**config.mk**
```make
export PLATFORM = sky130hd
export DESIGN_NAME = dedup_dispatch_queue_watchdog_unit
export DESIGN_NICKNAME = d
export VERILOG_FILES = /design/src/rtl/ddq_pkg.sv /design/src/rtl/ddq_queue.sv /design/src/rtl/dedup_dispatch_queue_watchdog_unit.sv
export SDC_FILE = /design/constraint.sdc
export NUM_CORES = 1
export LEC_CHECK = 0
export ABC_CLOCK_PERIOD_IN_PS = 7700
export BUFFER_PORTS_ARGS = -buffer_cell sky130_fd_sc_hd__buf_4
export CAP_MARGIN = 10
export CORE_ASPECT_RATIO = 0.75
export CORE_UTILIZATION = 60
export CTS_BUF_LIST = sky130_fd_sc_hd__clkbuf_4 sky130_fd_sc_hd__clkbuf_8
export CTS_CLUSTER_DIAMETER = 120
export DETAILED_ROUTE_END_ITERATION = 8
export PLACE_DENSITY = 0.8
export SLEW_MARGIN = 20
export SYNTH_ARGS = -nofsm -noshare
export SYNTH_HDL_FRONTEND = slang
export SYNTH_SLANG_ARGS = --single-unit
```
**constraint.sdc**
```tcl
create_clock -name i_clk -period 7.7 [get_ports i_clk]
set_input_delay 0.77 -clock i_clk [delete_from_list [all_inputs] [get_ports i_clk]]
set_output_delay 0.77 -clock i_clk [all_outputs]
set_load 0.1 [all_outputs]
```
**src/rtl/ddq_pkg.sv**
```systemverilog
// ddq_pkg: request/result types and code constants for the dedup dispatch queue.
// Used by ddq_queue and dedup_dispatch_queue_watchdog_unit; no dependencies.
package ddq_pkg;

    localparam int IdFieldW = 16;

    localparam logic [1:0] MODE_SUBMIT = 2'd0;
    localparam logic [1:0] MODE_REPORT = 2'd1;
    localparam logic [1:0] MODE_STOP   = 2'd2;
    localparam logic [1:0] MODE_TICK   = 2'd3;

    localparam logic [2:0] ST_READY  = 3'd0;
    localparam logic [2:0] ST_BUSY   = 3'd1;
    localparam logic [2:0] ST_ERROR  = 3'd2;
    localparam logic [2:0] ST_UNAVAIL = 3'd3;
    localparam logic [2:0] ST_OTHER  = 3'd4;

    localparam logic [1:0] SUB_NONE     = 2'd0;
    localparam logic [1:0] SUB_REJECTED = 2'd1;
    localparam logic [1:0] SUB_COALESCE = 2'd2;
    localparam logic [1:0] SUB_ACCEPTED = 2'd3;

    localparam logic [15:0] TIMEOUT_RST = 16'd1000;

    typedef struct packed {
        logic [1:0]          mode;
        logic [IdFieldW-1:0] item_id;
        logic [2:0]          reported_state;
    } t_ddq_req;

    typedef struct packed {
        logic [1:0]          submit_result;
        logic                start_valid;
        logic [IdFieldW-1:0] start_id;
        logic                stop_request;
        logic [2:0]          backend_now;
        logic                available;
        logic                idle;
        logic [3:0]          queued_count;
        logic                awaiting_stop_ack;
    } t_ddq_res;

    typedef struct packed {
        logic clr;
        logic app;
        logic pop;
    } t_q_ctl;

endpackage

```
**src/rtl/ddq_queue.sv**
```systemverilog
// ddq_queue: shifting pending-id FIFO, head always at entry 0, drop-oldest on full.
// Parallel match against valid entries. Depends on ddq_pkg.
module ddq_queue
    import ddq_pkg::*;
#(
    parameter int MaxPending = 8,
    parameter int IdW        = 16
) (
    input  logic                              i_clk,
    input  logic                              i_rst_n,
    input  t_q_ctl                            i_ctl,
    input  logic [IdW-1:0]                    i_id,
    output logic                              o_hit,
    output logic [$clog2(MaxPending+1)-1:0]   o_fill,
    output logic [$clog2(MaxPending+1)-1:0]   o_fill_nxt,
    output logic [IdW-1:0]                    o_head
);

    localparam int FillW = $clog2(MaxPending + 1);

    logic [IdW-1:0]   r_q [MaxPending];
    logic [IdW-1:0]   n_q [MaxPending];
    logic [IdW-1:0]   ext [MaxPending+2];
    logic [FillW-1:0] r_fill;
    logic [FillW-1:0] n_fill;
    logic             drop;
    logic [1:0]       shift;

    always_comb begin
        for (int i = 0; i < MaxPending; i++) begin
            ext[i] = (i_ctl.app && r_fill == FillW'(i)) ? i_id : r_q[i];
        end
        ext[MaxPending]   = i_id;
        ext[MaxPending+1] = i_id;
        drop  = i_ctl.app && (r_fill == FillW'(MaxPending));
        shift = {1'b0, drop} + {1'b0, i_ctl.pop};
        o_head = drop ? ext[1] : ext[0];
        for (int i = 0; i < MaxPending; i++) begin
            case (shift)
                2'd0: n_q[i] = ext[i];
                2'd1: n_q[i] = ext[i+1];
                default: n_q[i] = ext[i+2];
            endcase
        end
        if (i_ctl.clr) begin
            n_fill = '0;
        end else begin
            n_fill = r_fill + FillW'(i_ctl.app) - FillW'(drop) - FillW'(i_ctl.pop);
        end
    end

    always_comb begin
        o_hit = 1'b0;
        for (int i = 0; i < MaxPending; i++) begin
            if (FillW'(i) < r_fill && r_q[i] == i_id) begin
                o_hit = 1'b1;
            end
        end
    end

    assign o_fill     = r_fill;
    assign o_fill_nxt = n_fill;

    always_ff @(posedge i_clk) begin
        if (!i_rst_n) begin
            r_fill <= '0;
        end else begin
            r_fill <= n_fill;
        end
    end

    always_ff @(posedge i_clk) begin
        r_q <= n_q;
    end

endmodule

```
**src/rtl/dedup_dispatch_queue_watchdog_unit.sv**
```systemverilog
// dedup_dispatch_queue_watchdog_unit: top level, request register, dispatch/watchdog control.
// The request is registered into r_in, then the result into r_out; one request per cycle, busy stays low.
// Receiver cannot stall; each result is shown for one cycle only.
// Sync active-low reset: no job, empty queue, backend unavailable, timeout 1000.
// Depends on ddq_pkg and ddq_queue.
module dedup_dispatch_queue_watchdog_unit
    import ddq_pkg::*;
#(
    parameter int MAX_PENDING = 8,
    parameter int ID_BITS     = 16
) (
    input  logic        i_clk,
    input  logic        i_rst_n,
    input  logic        start,
    output logic        busy,
    input  t_ddq_req    i_req,
    output logic        o_res_vld,
    output t_ddq_res    o_res,
    input  logic        i_cfg_valid,
    output logic        o_cfg_ready,
    input  logic [15:0] i_cfg_data
);

    localparam int IdW   = (ID_BITS < IdFieldW) ? ID_BITS : IdFieldW;
    localparam int FillW = $clog2(MAX_PENDING + 1);

    logic             r_in_vld;
    t_ddq_req         r_in;
    logic             r_out_vld;
    t_ddq_res         r_out;
    logic [15:0]      r_timeout;

    logic [IdW-1:0]   r_cur,   n_cur;
    logic [2:0]       r_trk,   n_trk;
    logic             r_swait, n_swait;
    logic [15:0]      r_left,  n_left;
    logic             r_armed, n_armed;

    t_q_ctl           q_ctl;
    logic             q_hit;
    logic [FillW-1:0] q_fill;
    logic [FillW-1:0] q_fill_nxt;
    logic [IdW-1:0]   q_head;

    logic [IdW-1:0]   id;
    logic [2:0]       rs;
    logic             avail;
    logic             try_go;
    logic             started;
    logic             stopreq;
    logic [1:0]       sres;
    logic [15:0]      arm_val;
    logic [15:0]      left_dec;
    t_ddq_res         n_out;

    assign busy        = 1'b0;
    assign o_cfg_ready = 1'b1;
    assign o_res_vld   = r_out_vld;
    assign o_res       = r_out;

    assign id      = r_in.item_id[IdW-1:0];
    assign rs      = (r_in.reported_state > ST_OTHER) ? ST_OTHER : r_in.reported_state;
    assign avail   = (r_trk == ST_READY) || (r_trk == ST_BUSY);
    assign arm_val = (r_timeout == 16'd0) ? 16'd1 : r_timeout;

    ddq_queue #(
        .MaxPending (MAX_PENDING),
        .IdW        (IdW)
    ) u_queue (
        .i_clk      (i_clk),
        .i_rst_n    (i_rst_n),
        .i_ctl      (q_ctl),
        .i_id       (id),
        .o_hit      (q_hit),
        .o_fill     (q_fill),
        .o_fill_nxt (q_fill_nxt),
        .o_head     (q_head)
    );

    always_comb begin
        n_cur    = r_cur;
        n_trk    = r_trk;
        n_swait  = r_swait;
        n_left   = r_left;
        n_armed  = r_armed;
        q_ctl    = '0;
        try_go   = 1'b0;
        started  = 1'b0;
        stopreq  = 1'b0;
        sres     = SUB_NONE;
        left_dec = r_left - 16'(r_left != 16'd0);
        if (r_in_vld) begin
            case (r_in.mode)
                MODE_SUBMIT: begin
                    if (id == '0 || !avail) begin
                        sres = SUB_REJECTED;
                    end else if (id == r_cur || q_hit) begin
                        sres = SUB_COALESCE;
                    end else begin
                        sres      = SUB_ACCEPTED;
                        q_ctl.app = 1'b1;
                        try_go    = 1'b1;
                    end
                end
                MODE_REPORT: begin
                    n_trk = rs;
                    if (rs == ST_ERROR || rs == ST_UNAVAIL) begin
                        q_ctl.clr = 1'b1;
                        n_cur     = '0;
                        n_swait   = 1'b0;
                        n_left    = 16'd0;
                        n_armed   = 1'b0;
                    end else if (rs == ST_READY) begin
                        if (r_swait) begin
                            n_swait = 1'b0;
                            n_armed = 1'b0;
                        end else if (r_cur != '0) begin
                            n_cur   = '0;
                            n_armed = 1'b0;
                        end
                        try_go = 1'b1;
                    end
                end
                MODE_STOP: begin
                    q_ctl.clr = 1'b1;
                    n_cur     = '0;
                    n_swait   = 1'b0;
                    n_left    = 16'd0;
                    n_armed   = 1'b0;
                    stopreq   = 1'b1;
                end
                default: begin
                    if (r_armed) begin
                        n_left = left_dec;
                        if (left_dec == 16'd0) begin
                            n_armed = 1'b0;
                            if (r_swait) begin
                                q_ctl.clr = 1'b1;
                                n_cur     = '0;
                                n_swait   = 1'b0;
                                n_left    = 16'd0;
                                n_trk     = ST_UNAVAIL;
                            end else if (r_cur != '0) begin
                                n_cur   = '0;
                                n_swait = 1'b1;
                                stopreq = 1'b1;
                                n_left  = arm_val;
                                n_armed = 1'b1;
                            end
                        end
                    end
                end
            endcase
            // start the head job when the backend is free
            if (try_go && n_trk == ST_READY && n_cur == '0 &&
                (q_ctl.app || q_fill != '0)) begin
                q_ctl.pop = 1'b1;
                started   = 1'b1;
                n_cur     = q_head;
                n_trk     = ST_BUSY;
                n_left    = arm_val;
                n_armed   = 1'b1;
            end
        end
    end

    always_comb begin
        n_out.submit_result     = sres;
        n_out.start_valid       = started;
        n_out.start_id          = started ? IdFieldW'(q_head) : '0;
        n_out.stop_request      = stopreq;
        n_out.backend_now       = n_trk;
        n_out.available         = (n_trk == ST_READY) || (n_trk == ST_BUSY);
        n_out.idle              = (n_trk == ST_READY) && (n_cur == '0) && (q_fill_nxt == '0);
        n_out.queued_count      = 4'(q_fill_nxt);
        n_out.awaiting_stop_ack = n_swait;
    end

    always_ff @(posedge i_clk) begin
        if (!i_rst_n) begin
            r_in_vld  <= 1'b0;
            r_out_vld <= 1'b0;
            r_timeout <= TIMEOUT_RST;
            r_cur     <= '0;
            r_trk     <= ST_UNAVAIL;
            r_swait   <= 1'b0;
            r_left    <= 16'd0;
            r_armed   <= 1'b0;
        end else begin
            r_in_vld  <= start && !busy;
            r_out_vld <= r_in_vld;
            if (i_cfg_valid && o_cfg_ready) begin
                r_timeout <= i_cfg_data;
            end
            r_cur   <= n_cur;
            r_trk   <= n_trk;
            r_swait <= n_swait;
            r_left  <= n_left;
            r_armed <= n_armed;
        end
    end

    always_ff @(posedge i_clk) begin
        if (start && !busy) begin
            r_in <= i_req;
        end
        if (r_in_vld) begin
            r_out <= n_out;
        end
    end

`ifndef ASSERT_OFF
    a_start_busy: assert property (@(posedge i_clk) disable iff (!i_rst_n)
        o_res_vld && o_res.start_valid |-> o_res.backend_now == ST_BUSY)
        else $error("start reported without busy backend");

    a_start_nonzero: assert property (@(posedge i_clk) disable iff (!i_rst_n)
        o_res_vld && o_res.start_valid |-> o_res.start_id != '0)
        else $error("empty job started");

    a_stop_not_submit: assert property (@(posedge i_clk) disable iff (!i_rst_n)
        o_res_vld && o_res.stop_request |-> o_res.submit_result == SUB_NONE)
        else $error("stop request on a submit");

    a_fill_bound: assert property (@(posedge i_clk) disable iff (!i_rst_n)
        q_fill <= FillW'(MAX_PENDING))
        else $error("queue overfilled");

    a_latency: assert property (@(posedge i_clk) disable iff (!i_rst_n)
        start && !busy |-> ##2 o_res_vld)
        else $error("result strobe missing");
`endif

endmodule

```
==> results by group, run 1 <==
Status
  • Run status: complete, no violations

Route
  • Final wirelength: about 35 mm
  • Routed WL per cell: roughly 19 um
  • DR WL met3: 2.932 mm
  • Detailed Routing Iterations Pass 1: 5
  • Final ANT Viol Nets: 0
  • Routed met1 length: about 16 mm
  • DR top layer: met4
  • Initial DRC count: around 1.4k
  • Routed length on met2: about 15 mm
  • DRC viols: 0
  • Avg Vias per Cell: about 6.2
  • DR vias: around 11k

Flow run
  • Max Cap Violations: 0

Yosys
  • Syn_nets: roughly 1.5k
  • Post-synth top flop: dfxtp_1
  • Ys Warns: 0
  • Mapped Area: between 0.01 and 0.015 mm^2
  • Syn Area/Cell: between 9 and 10 um^2
  • Post-synth EDFFs: slightly above 50
  • Synthesized instance count: ~1.4k
  • Seq cells post-synth: roughly 240
  • Synth unique cells: 71
  • Area leader, netlist: dfxtp_1
  • Sequential element share of the synthesized area: between 30 and 40%
  • Synth top area share: between 20% and 30%
  • Top cells by area, synth: dfxtp_1 (28%), edfxtp_1 (11%), mux2_2 (11%)
  • Post-synthesis async set-or-reset flop share: 0%

Floorplan
  • Die height: approximately 130 um
  • Core ar.: roughly 0.022 mm^2
  • Top Ports: 74
  • Die Footprint: about 0.023 mm^2
  • Initial core utilization: 60.99%
  • Row cnt: 47
  • Die width: approximately 170 um

Cells and area
  • N_diodes: 0
  • Nets@finish: between 1.5k and 2k
  • Seq. cell area: about 0.0053 mm^2
  • Final non-filler cell total: between 1.5k and 2k
  • Share of cells above drive strength 1: approximately a fifth
  • Filler cell count: between 1.5k and 2k
  • Layout area overhead: 9.861%
  • Multi-input gate area: around 0.0076 mm^2

Global routing
  • Largest net degree at the start of global routing: around 120
  • Total gr overflow: 0
  • First-pass GRT wire length: 55.37 mm
  • Overall global routing resource usage: 30.13%
  • Initial antenna violation count: 0
  • Via count of the first global-routing pass: 10.12k

Setup path
  • Setup crit end kind: flop
  • Worst Path Max Fanout: 8
  • Launch point of the worst reg-to-reg path: r_left[11]$_SDFFE_PN0P_
  • Max stage delay cell, worst path: nor3_1
  • Critical path class: reg2reg
  • CP peak stage delay: between 0.5 and 0.6 ns
  • CP startpoint: r_left[11]$_SDFFE_PN0P_
  • Reg-to-Reg End: o_res[5]$_DFFE_PP_
  • Critical path arrival: roughly 6.7 ns
  • CP Capture Point: o_res[5]$_DFFE_PP_
  • CP required: 8.07 ns
  • Startpoint types: flop
  • Worst-path cell chain: nor3_1 > nand4_1 > nand4b_1 > ha_1 > ha_1 > or3b_2 > o32ai_1 > a32oi_1 > a2111oi_2 > nand3_1 > a22o_1 > a2111o_1 > fa_1 > inv_1 > ha_1 > inv_1 > ha_1 > fa_1 > nor3_1 > nand2_1 > a22o_1 > nor4_1
  • Worst R2R Setup Slack: between 1 and 1.5 ns
  • Worst R2R Path Depth: 22
  • Most frequent CP cell: ha_1

Clocking
  • TritonCTS clock tree: yes
  • # hold bufs at CTS: 0
  • Buffer depth of the longest clock path: 3
  • Root buffer cell: clkbuf_8
  • CTS H-Tree Depth: 2
  • Setup Buffers After CTS: 0
  • # clock sinks: ~240
  • Clock-pin slew on the worst setup and hold paths: about 0.07 ns
  • Clock latency on the worst-skew pair: between 0.5 and 0.6 ns
  • CTS Buf Count: 38
  • PostCTS Resize Cnt: 0

Placement
  • HPWL after detailed placement: 23.93 mm
  • Routability cong.: between 0.9 and 1
  • Placed Cells incl. Taps: between 1.5k and 2k
  • IO buf count: 71

Timing
  • FMAX: ~160 MHz
  • RSZ-0062 raised after global routing: false
  • Worst relative slew slack: around a quarter
  • Worst Skew: between 0.02 and 0.025 ns
  • Fin. max-slew vios: 0
  • Setup TNS Final: 0 ns
  • Fin. Hold Viols: 0
  • Tmin final: 6.299 ns
  • Worst-margin pin slew: roughly 1.1 ns
  • Endpoints failing setup: 0
  • Tcrit/Tclk final: ~80%

Hold path
  • Worst hold path class: in2reg

Power and ir drop
  • VDD IR max: around 0.16 mV
  • PD cells: 205.9 mW/mm^2
  • Leak pwr: approximately 0.0059 uW
## Yosys cell counts (4+ instances only)
cell type / number
dfxtp_1: 187
nand2_1: 154
mux2_2: 129
o21ai_0: 123
xor2_1: 94
a22oi_1: 88
clkbuf_1: 73
nor2_1: 59
xnor2_1: 59
a21oi_1: 54
edfxtp_1: 51
mux2i_1: 48
nor4_1: 36
buf_2: 33
nand4_1: 24
inv_1: 22
a22o_1: 18
nor3_1: 17
ha_1: 16
nand3_1: 16
nor2b_1: 13
and2_1: 10
nand2b_1: 9
buf_1: 8
o21ai_1: 8
and3_1: 7
nor2_4: 7
a32oi_1: 5
buf_6: 4
o221ai_1: 4
or3_1: 4
## kinds of logic after synthesis
| group | Yosys count | synth area share (%) |
|---|---|---|
| muxes | 177 | 14.37 |
| other | 2 | 0.05584 |
| buffers and inverters | 146 | 4.698 |
| xor gates and xnor gates | 153 | 9.964 |
| adders and majority gates | 18 | 1.786 |
| and+or+nand+nor | 376 | 13.87 |
| AOI/OAI and AO/OA | 339 | 16.03 |
| DFF | 238 | 39.22 |
## where the power goes
group / leakage [uW] / total, uW / internal [uW] / switching (uW)
combinational: 0.00345 / 523 / 203 / 320
sequential: 0.00201 / 1390 / 1330 / 64.8
clock: 0.000416 / 1120 / 618 / 506
total: 0.00588 / 3040 / 2150 / 891
## area by class of cell
| class | instances | share of cell area (%) |
|---|---|---|
| tap | 294 | 2.490 |
| clock buffer | 56 | 4.751 |
| multi-input combinational | 1065 | 51.32 |
| clock inverter | 12 | 0.5504 |
| timing repair buffer | 88 | 4.581 |
| sequential | 238 | 35.70 |
| inverter | 24 | 0.6097 |
## flip-flops by register name (all words and copies together), names as in the netlist, 3 cells and up
signal	count
r_cur	16
o_res	30
id	16
r_left	16
u_queue.r_q	128
r_trk	3
r_in	5
r_timeout	16
u_queue.o_fill	4
## worst min path at each step
| stage | startpoint | endpoint | slack (ns) | cells past startpoint |
|---|---|---|---|---|
| global route | i_req[10] | id[7]$_DFFE_PP_ | 0.38 | 1 |
| finish | i_req[20] | r_in[20]$_DFFE_PP_ | 0.40 | 1 |
| CTS | i_req[5] | id[2]$_DFFE_PP_ | 0.38 | 1 |
| detailed placement | r_timeout[9]$_SDFFE_PN1P_ | r_timeout[9]$_SDFFE_PN1P_ | 0.51 | 2 |
| global placement | r_timeout[9]$_SDFFE_PN1P_ | r_timeout[9]$_SDFFE_PN1P_ | 0.49 | 2 |
| floorplan | r_timeout[3]$_SDFFE_PN1P_ | r_timeout[3]$_SDFFE_PN1P_ | 0.47 | 2 |
## placed cells by master (no fill, tap or decap), drive strengths merged, types with 56 or more instances in the layout
cell | synthesis | routed
a22oi | 88 | 88
buf | 48 | 88
clkbuf | 74 | 56
dfxtp | 187 | 187
mux2 | 129 | 129
nand2 | 155 | 155
nor2 | 66 | 66
o21ai | 131 | 131
xnor2 | 59 | 59
xor2 | 94 | 94
## metal layers
metal  up-vias  global-route usage (%)
met2       491                   41.87
met5         -                       0
met1      5229                   46.08
li1       5233                       -
met4         0                   9.082
met3        58                   6.395
## critical path: cells and delay by family (launching register included)
| family | cells | cell delay [ns] |
|---|---|---|
| buf+inv | 2 | 0.15 |
| flops | 1 | 0.37 |
| compound gates | 6 | 1.74 |
| simple gates | 8 | 2.06 |
| fa+ha+maj | 6 | 1.81 |
## per-stage QoR
stage	utilization (%)	setup WS (ns)	area [um^2]	hold slack [ns]	power, uW
3_5_place_dp	63.39	1.590	13980	0.5101	1930
2_1_floorplan	-	1.916	13450	0.4656	1803
5_1_grt	67.00	1.064	14780	0.3793	3174
3_3_place_gp	63.39	1.818	13980	0.4917	1924
6_report	67.00	1.401	14780	0.3992	3042
4_1_cts	66.94	1.582	14760	0.3750	3049
No activity file was read; power rests on OpenSTA's default activity.
==> run 2: changes to the inputs <==
--- a/config.mk
+++ b/config.mk
@@ -5,11 +5,12 @@
 export SDC_FILE = /design/constraint.sdc
 export NUM_CORES = 1
 export LEC_CHECK = 0
-export ABC_CLOCK_PERIOD_IN_PS = 7700
+export ABC_AREA = 1
+export ABC_CLOCK_PERIOD_IN_PS = 5400
 export BUFFER_PORTS_ARGS = -buffer_cell sky130_fd_sc_hd__buf_4
 export CAP_MARGIN = 10
 export CORE_ASPECT_RATIO = 0.75
-export CORE_UTILIZATION = 60
+export CORE_UTILIZATION = 58
 export CTS_BUF_LIST = sky130_fd_sc_hd__clkbuf_4 sky130_fd_sc_hd__clkbuf_8
 export CTS_CLUSTER_DIAMETER = 120
 export DETAILED_ROUTE_END_ITERATION = 8
==> constraint.sdc (replaced) <==
create_clock -name i_clk -period 5.4 [get_ports i_clk]
set_input_delay 0.54 -clock i_clk [delete_from_list [all_inputs] [get_ports i_clk]]
set_output_delay 0.54 -clock i_clk [all_outputs]
set_load 0.1 [all_outputs]
==> run 2 against run 1 <==
Against the previous run:
- via count rose by 38%
- critical endpoint unchanged
- die area up 13%
- largest cell class unchanged
- sequential power is 47% higher
==> results by group, run 2 <==
Route
  • DRC viols: 0 (unchanged)
  • Routed WL per cell: 17.19 um (-12%)
  • Initial DRC count: 1846 (+30%)
  • DR vias: 15.17k (+38%)
  • Detailed Routing Iterations Pass 1: 6 (+1)
  • Final ANT Viol Nets: 0 (unchanged)
  • Avg Vias per Cell: 5.737 (-7.4%)
  • Final wirelength: 45.46 mm (+32%)

Clocking
  • # clock sinks: 238 (unchanged)
  • Clock latency on the worst-skew pair: 0.58 ns (+0.04 ns)
  • Buffer depth of the longest clock path: 3 (unchanged)
  • TritonCTS clock tree: yes
  • Root buffer cell: clkbuf_8
  • Clock-pin slew on the worst setup and hold paths: 0.07 ns (about the same)
  • CTS H-Tree Depth: 2 (unchanged)
  • CTS Buf Count: 40 (+5.3%)

Yosys
  • Sequential element share of the synthesized area: 35.78% (-3.4 points)
  • Syn_nets: 2321 (+54%)
  • Mapped Area: 0.01474 mm^2 (+9.6%)
  • Post-synth top cells: nand2_1 (638), o21ai_0 (292), inv_1 (243)
  • Ys Warns: 0 (unchanged)
  • Post-synth EDFFs: 51 (unchanged)
  • Area leader, netlist: dfxtp_1
  • Post-synthesis async set-or-reset flop share: 0% (unchanged)
  • Top cells by area, synth: dfxtp_1 (25%), nand2_1 (16%), edfxtp_1 (10%)
  • Count leader, synth: nand2_1
  • Synth top area share: 25.39% (-2.4 points)
  • Synthesized instance count: 2262 (+56%)
  • Seq cells post-synth: 238 (unchanged)
  • Syn Area/Cell: 6.518 um^2 (-30%)
  • Post-synth top flop: dfxtp_1
  • Synth unique cells: 53 (-25%)

Timing
  • Fin. max-slew vios: 0 (unchanged)
  • Setup TNS Final: 0 ns (unchanged)
  • RSZ-0062 raised after global routing: false
  • Post-route worst setup slack: 0.3527 ns (-1.048 ns)
  • FMAX: 198.1 MHz (+25%)
  • Worst Skew: 0.03947 ns (+0.01936 ns)
  • Endpoints failing setup: 0 (unchanged)
  • Worst-margin pin slew: 0.9561 ns (-0.1647 ns)
  • Worst relative slew slack: 36.19% (+12 points)
  • Fin. Hold Viols: 0 (unchanged)
  • Tcrit/Tclk final: 93.47% (+12 points)
  • Tmin final: 5.047 ns (-1.252 ns)

Cells and area
  • Layout area overhead: 10.57%
  • Commonest cells after routing, fill and taps aside: nand2_1 (635), o21ai_0 (291), inv_1 (241)
  • Most common cell after layout, fill and taps aside: nand2_1
  • Filler cell count: 2284 (+28%)
  • Share of cells above drive strength 1: 11.10% (-9.1 points)
  • Nets@finish: 2339 (+54%)
  • Seq. cell area: 0.005279 mm^2 (about the same)
  • Multi-input gate area: 0.007916 mm^2 (+4.4%)
  • Largest register FFs: 128 (unchanged)
  • N_diodes: 0 (unchanged)
  • Top reg by flops: u_queue.r_q

Global routing
  • Overall global routing resource usage: 34.65% (+4.5 points)
  • Initial antenna violation count: 0 (unchanged)
  • Total gr overflow: 0 (unchanged)
  • Via count of the first global-routing pass: 13.39k (+32%)
  • First-pass GRT wire length: 70.84 mm (+28%)
  • Largest net degree at the start of global routing: 131 (+12%)

Floorplan
  • Die height: 140.1 um (+6.4%)
  • Core ar.: 0.02496 mm^2 (+13%)
  • Initial core utilization: 59.07% (-1.9 points)
  • Top Ports: 74 (unchanged)
  • Die width: 186.1 um (+6.4%)
  • Die Footprint: 0.02607 mm^2 (+13%)
  • Row cnt: 50 (+6.4%)

Setup path
  • Worst R2R Path Depth: 31 (+41%)
  • Worst Path Max Fanout: 5 (-3)
  • Buffer and inverter count on the worst path: 2 (unchanged)
  • Startpoint types: flop
  • Critical path class: reg2reg
  • CP peak stage delay: 0.47 ns (-0.11 ns)
  • Worst R2R Setup Slack: 0.35 ns (-1.05 ns)
  • Max stage delay cell, worst path: fa_1
  • Most frequent CP cell: nand2_1
  • Setup crit end kind: flop
  • Critical path arrival: 5.49 ns (-1.18 ns)
  • CP required: 5.85 ns (-2.22 ns)
  • Launch point of the worst reg-to-reg path: r_left[11]$_SDFFE_PN0P_
  • Reg-to-Reg End: o_res[5]$_DFFE_PP_
  • Crit path max-delay family: simple AND/OR/NAND/NOR gates

Hold path
  • Worst hold path class: in2reg
  • Hold Path Sink: id[0]$_DFFE_PP_
  • Worst hold start: i_req[3]
  • WHS Path Cells: 1 (unchanged)

Placement
  • HPWL after detailed placement: 32.12 mm (+34%)
  • Routability cong.: 0.9727 (+5.0%)
  • Post-Place Worst Slack: 0.02834 ns (-1.561 ns)
  • IO buf count: 71 (unchanged)

Status
  • Run status: complete, no violations

Power and ir drop
  • Leak pwr: 0.008237 uW (+40%)
  • PD cells: 297.4 mW/mm^2 (+44%)
  • VDD IR max: 0.1895 mV (+20%)

Flow run
  • Max Cap Violations: 0 (unchanged)
## run 2: changes by cell type in the layout (fill, tap and decap cells not counted), moves of 43 or more
cell	before	now
nand2_1	154	635
inv_1	22	241
nor2_1	58	187
mux2_2	129	0
o21ai_0	123	291
o22ai_1	2	98
xor2_1	94	31
xnor2_1	59	16
a22oi_1	88	1
mux2i_1	48	2
nand3_1	16	112
## run 2: metrics by stage
stage | hold slack (ns) | cell area [um^2] | power (uW) | std cells | utilization (%)
global route | 0.1147 | 16300 | 5090 | 2644 | 65.31
floorplan | 0.4408 | 14740 | 2905 | 2262 | -
global placement | 0.4574 | 15390 | 3162 | 2569 | 61.67
finish | 0.1358 | 16300 | 4848 | 2644 | 65.31
CTS | 0.1121 | 16170 | 4793 | 2637 | 64.78
detailed placement | 0.4643 | 15390 | 3182 | 2569 | 61.67
## run 2: power by group
group	switching, uW	internal, uW
registers	92.8	1960
logic	780	387
clock network	752	875
## run 2: timing repair
| action | CTS | global route |
|---|---|---|
| cloned | 0 | 1 |
| setup buffers | 0 | 6 |
| hold endpoints to repair | 0 | 0 |
| setup endpoints to repair | 1 | 1 |
| pin swaps | 1 | 13 |
| resized for setup | 0 | 20 |
| hold buffers | 0 | 0 |
## run 2: worst register-to-register path, delay by kind of cell, from the launching register on
kind,cells,cell delay [ns]
flops,1,0.36
buf+inv,2,0.14
simple gates,22,2.52
xor+xnor,1,0.13
fa+ha+maj,6,1.74
## run 2: cell families after synthesis
kind of cell    share of synthesized area (%)
mux                                    0.1358
other cells                           0.05094
compound gates                          18.23
simple gates                            30.17
flops                                   35.78
buf+inv                                 11.11
fa+ha+maj                               1.629
xor+xnor                                2.902
## run 2: area by class of cell
| class | instances | share of cell area [%] |
|---|---|---|
| Tap cell | 338 | 2.594 |
| Timing Repair Buffer | 118 | 5.741 |
| Sequential cell | 238 | 32.38 |
| Clock inverter | 5 | 0.1688 |
| Clock buffer | 63 | 4.589 |
| Inverter | 258 | 5.971 |
| Multi-Input combinational cell | 1624 | 48.56 |
## run 2: how the worst max path moves through the flow
stage | start | to | slack, ns | cells after the start
detailed placement | r_left[4]$_SDFFE_PN0P_ | o_res[5]$_DFFE_PP_ | 0.03 | 31
finish | r_left[11]$_SDFFE_PN0P_ | o_res[5]$_DFFE_PP_ | 0.35 | 31
global route | r_left[11]$_SDFFE_PN0P_ | o_res[5]$_DFFE_PP_ | 0.01 | 32
floorplan | r_left[4]$_SDFFE_PN0P_ | o_res[5]$_DFFE_PP_ | 0.48 | 31
CTS | r_left[11]$_SDFFE_PN0P_ | o_res[5]$_DFFE_PP_ | 0.02 | 31
global placement | r_left[6]$_SDFFE_PN0P_ | o_res[5]$_DFFE_PP_ | 0.19 | 31
## run 2: per-layer routing
metal / up-vias / part of all wire (%) / global-route usage [%]
li1: 7412 / - / -
met1: 6997 / 46 / 51.03
met2: 696 / 42 / 51.49
met3: 63 / 10 / 7.462
met4: 0 / 1.6 / 7.593
met5: - / 0 / 0
==> run 3: changes to the inputs <==
--- a/config.mk
+++ b/config.mk
@@ -10,11 +10,10 @@
 export BUFFER_PORTS_ARGS = -buffer_cell sky130_fd_sc_hd__buf_4
 export CAP_MARGIN = 10
 export CORE_ASPECT_RATIO = 0.75
-export CORE_UTILIZATION = 58
-export CTS_BUF_LIST = sky130_fd_sc_hd__clkbuf_4 sky130_fd_sc_hd__clkbuf_8
+export CORE_UTILIZATION = 56
 export CTS_CLUSTER_DIAMETER = 120
 export DETAILED_ROUTE_END_ITERATION = 8
-export PLACE_DENSITY = 0.8
+export PLACE_DENSITY = 0.78
 export SLEW_MARGIN = 20
 export SYNTH_ARGS = -nofsm -noshare
 export SYNTH_HDL_FRONTEND = slang
==> run 3 against run 2 <==
Against the previous run:
- via count down 0.47%
- largest power group unchanged
- total power up 5.5%
- flip-flop and latch count unchanged
- register-to-register slack worse by 0.08 ns
- critical endpoint unchanged
- global-route usage down 1.3 points
- highest routed layer unchanged
==> results by group, run 3 (synthesized netlist as in run 2, its figures left out) <==
Status
  • Run status: complete, no violations

Clocking
  • Clock-pin slew on the worst setup and hold paths: 0.06 ns (about the same)
  • CTS Buf Count: 26 (-35%)
  • TritonCTS clock tree: yes
  • Clock latency on the worst-skew pair: 0.55 ns (-0.03 ns)
  • # clock sinks: 238 (unchanged)
  • Root buffer cell: clkbuf_16
  • Buffer depth of the longest clock path: 3 (unchanged)
  • CTS H-Tree Depth: 1 (-1)

Setup path
  • CP required: 5.82 ns (-0.03 ns)
  • Critical path arrival: 5.54 ns (+0.05 ns)
  • Startpoint types: flop
  • Max stage delay cell, worst path: fa_1
  • Most frequent CP cell: nand2_1
  • CP peak stage delay: 0.50 ns (+0.03 ns)
  • Critical path class: reg2reg
  • Setup crit end kind: flop
  • Worst Path Max Fanout: 6 (+1)

Placement
  • Routability cong.: 0.9778 (+0.52%)
  • IO buf count: 71 (unchanged)
  • HPWL after detailed placement: 33.04 mm (+2.9%)

Route
  • Final wirelength: 45.87 mm (+0.91%)
  • DRC viols: 0 (unchanged)
  • Avg Vias per Cell: 5.719 (-0.32%)
  • Routed WL per cell: 17.38 um (+1.1%)
  • Initial DRC count: 1784 (-3.4%)
  • Detailed Routing Iterations Pass 1: 5 (-1)
  • DR vias: 15.10k (-0.47%)
  • Final ANT Viol Nets: 0 (unchanged)

Timing
  • Fin. max-slew vios: 0 (unchanged)
  • Endpoints failing setup: 0 (unchanged)
  • Tcrit/Tclk final: 94.91% (+1.4 points)
  • Fin. Hold Viols: 0 (unchanged)
  • Tmin final: 5.125 ns (+0.07776 ns)
  • Worst-margin pin slew: 0.9654 ns (+0.009341 ns)
  • Worst Skew: 0.01392 ns (-0.02555 ns)
  • FMAX: 195.1 MHz (-1.5%)
  • Worst relative slew slack: 35.48% (-0.71 points)
  • Setup TNS Final: 0 ns (unchanged)

Cells and area
  • Top reg by flops: u_queue.r_q
  • Nets@finish: 2335 (-0.17%)
  • Commonest cells after routing, fill and taps aside: nand2_1 (633), o21ai_0 (292), inv_1 (241)
  • Layout area overhead: 12.39%
  • Most common cell after layout, fill and taps aside: nand2_1
  • Share of cells above drive strength 1: 10.80% (-0.30 points)
  • N_diodes: 0 (unchanged)
  • Filler cell count: 2381 (+4.2%)
  • Largest register FFs: 128 (unchanged)
  • Util after Layout: 63.96% (-1.4 points)

Global routing
  • Met3 Use GR: 6.953% (-0.51 points)
  • Met2 usage: 49.72% (-1.8 points)
  • Overall global routing resource usage: 33.32% (-1.3 points)
  • First-pass GRT wire length: 71.33 mm (+0.69%)
  • GRT busiest layer: met2
  • Total gr overflow: 0 (unchanged)
  • Initial antenna violation count: 0 (unchanged)
  • Largest net degree at the start of global routing: 113 (-14%)
  • Met1 Use GR: 49.44% (-1.6 points)
  • Via count of the first global-routing pass: 13.32k (-0.52%)

Power and ir drop
  • VDD IR max: 0.2555 mV (+35%)
  • PD cells: 308.6 mW/mm^2 (+3.8%)
  • Leak pwr: 0.008326 uW (+1.1%)

Floorplan
  • Die width: 189.4 um (+1.8%)
  • Top Ports: 74 (unchanged)
  • Core ar.: 0.02591 mm^2 (+3.8%)
  • Initial core utilization: 56.91% (-2.2 points)
  • Die Footprint: 0.02699 mm^2 (+3.5%)
  • Row cnt: 51 (+2.0%)
  • Die height: 142.5 um (+1.7%)

Flow run
  • Max Cap Violations: 0 (unchanged)

Hold path
  • Worst hold path class: in2reg
run 3: cell types whose count changed in the layout (fill, tap and decap cells not counted), moves of 4 or more:
cell and change:
clkbuf_4 -19, clkinv_2 +6, buf_4 +5, bufinv_16 +4, clkbuf_8 -43, clkbuf_16 +27
run 3: critical path: cells and delay by family (launching register included):
family / cells / cell delay (ns)
buffers and inverters: 4 / 0.45
AO/OA/AOI/OAI: 1 / 0.05
AND/OR/NAND/NOR: 22 / 2.52
flip-flops: 1 / 0.36
adder cells (fa/ha/maj): 5 / 1.45
XOR/XNOR: 1 / 0.13
run 3: final timing paths:
kind,depth (start not counted),startpoint,slack [ns],to
worst max-delay path,33,r_left[11]$_SDFFE_PN0P_,0.27,o_res[5]$_DFFE_PP_
worst min-delay path,1,i_req[17],0.16,id[14]$_DFFE_PP_
worst max register to register,33,r_left[11]$_SDFFE_PN0P_,0.27,o_res[5]$_DFFE_PP_
worst min register to register,2,r_timeout[0]$_SDFFE_PN0P_,0.48,r_timeout[0]$_SDFFE_PN0P_
run 3: per-stage QoR:
step           area [um^2]  worst slack [ns]  hold WS [ns]  total power, uW  std cells
3_5_place_dp         15510           0.05832        0.4661             3191       2584
5_1_grt              16570          -0.02241        0.1481             5349       2640
3_3_place_gp         15510            0.1620        0.4606             3164       2584
2_1_floorplan        14740            0.4752        0.4408             2905       2262
6_report             16570            0.2750        0.1617             5113       2640
4_1_cts              16390           0.02420        0.1460             5068       2632
run 3: repair_timing:
| item | 4_1_cts | 5_1_grt |
|---|---|---|
| endpoints found under the setup margin | 0 | 2 |
| hold buffers | 0 | 0 |
| resized for setup | 0 | 29 |
| buffers inserted | 0 | 7 |
run 3: cell type report:
type / instances / area (um^2) / area share [%]
Clock buffer: 30 / 696.9 / 4.206
Clock inverter: 18 / 188.9 / 1.140
Inverter: 258 / 972.2 / 5.867
Multi-Input combinational cell: 1624 / 7944 / 47.94
Sequential cell: 238 / 5283 / 31.88
Tap cell: 344 / 430.4 / 2.597
Timing Repair Buffer: 128 / 1056 / 6.373
run 3: layer usage:
layer | vias to the layer above | wire (um)
met5 | - | 0
met4 | 0 | 651
met3 | 59 | 5091
met2 | 715 | 19310
met1 | 6906 | 20820
li1 | 7417 | -
run 3: report_power, final:
part | switching (uW) | internal (uW)
combinational | 777 | 389
sequential | 102 | 1960
clock | 772 | 1110
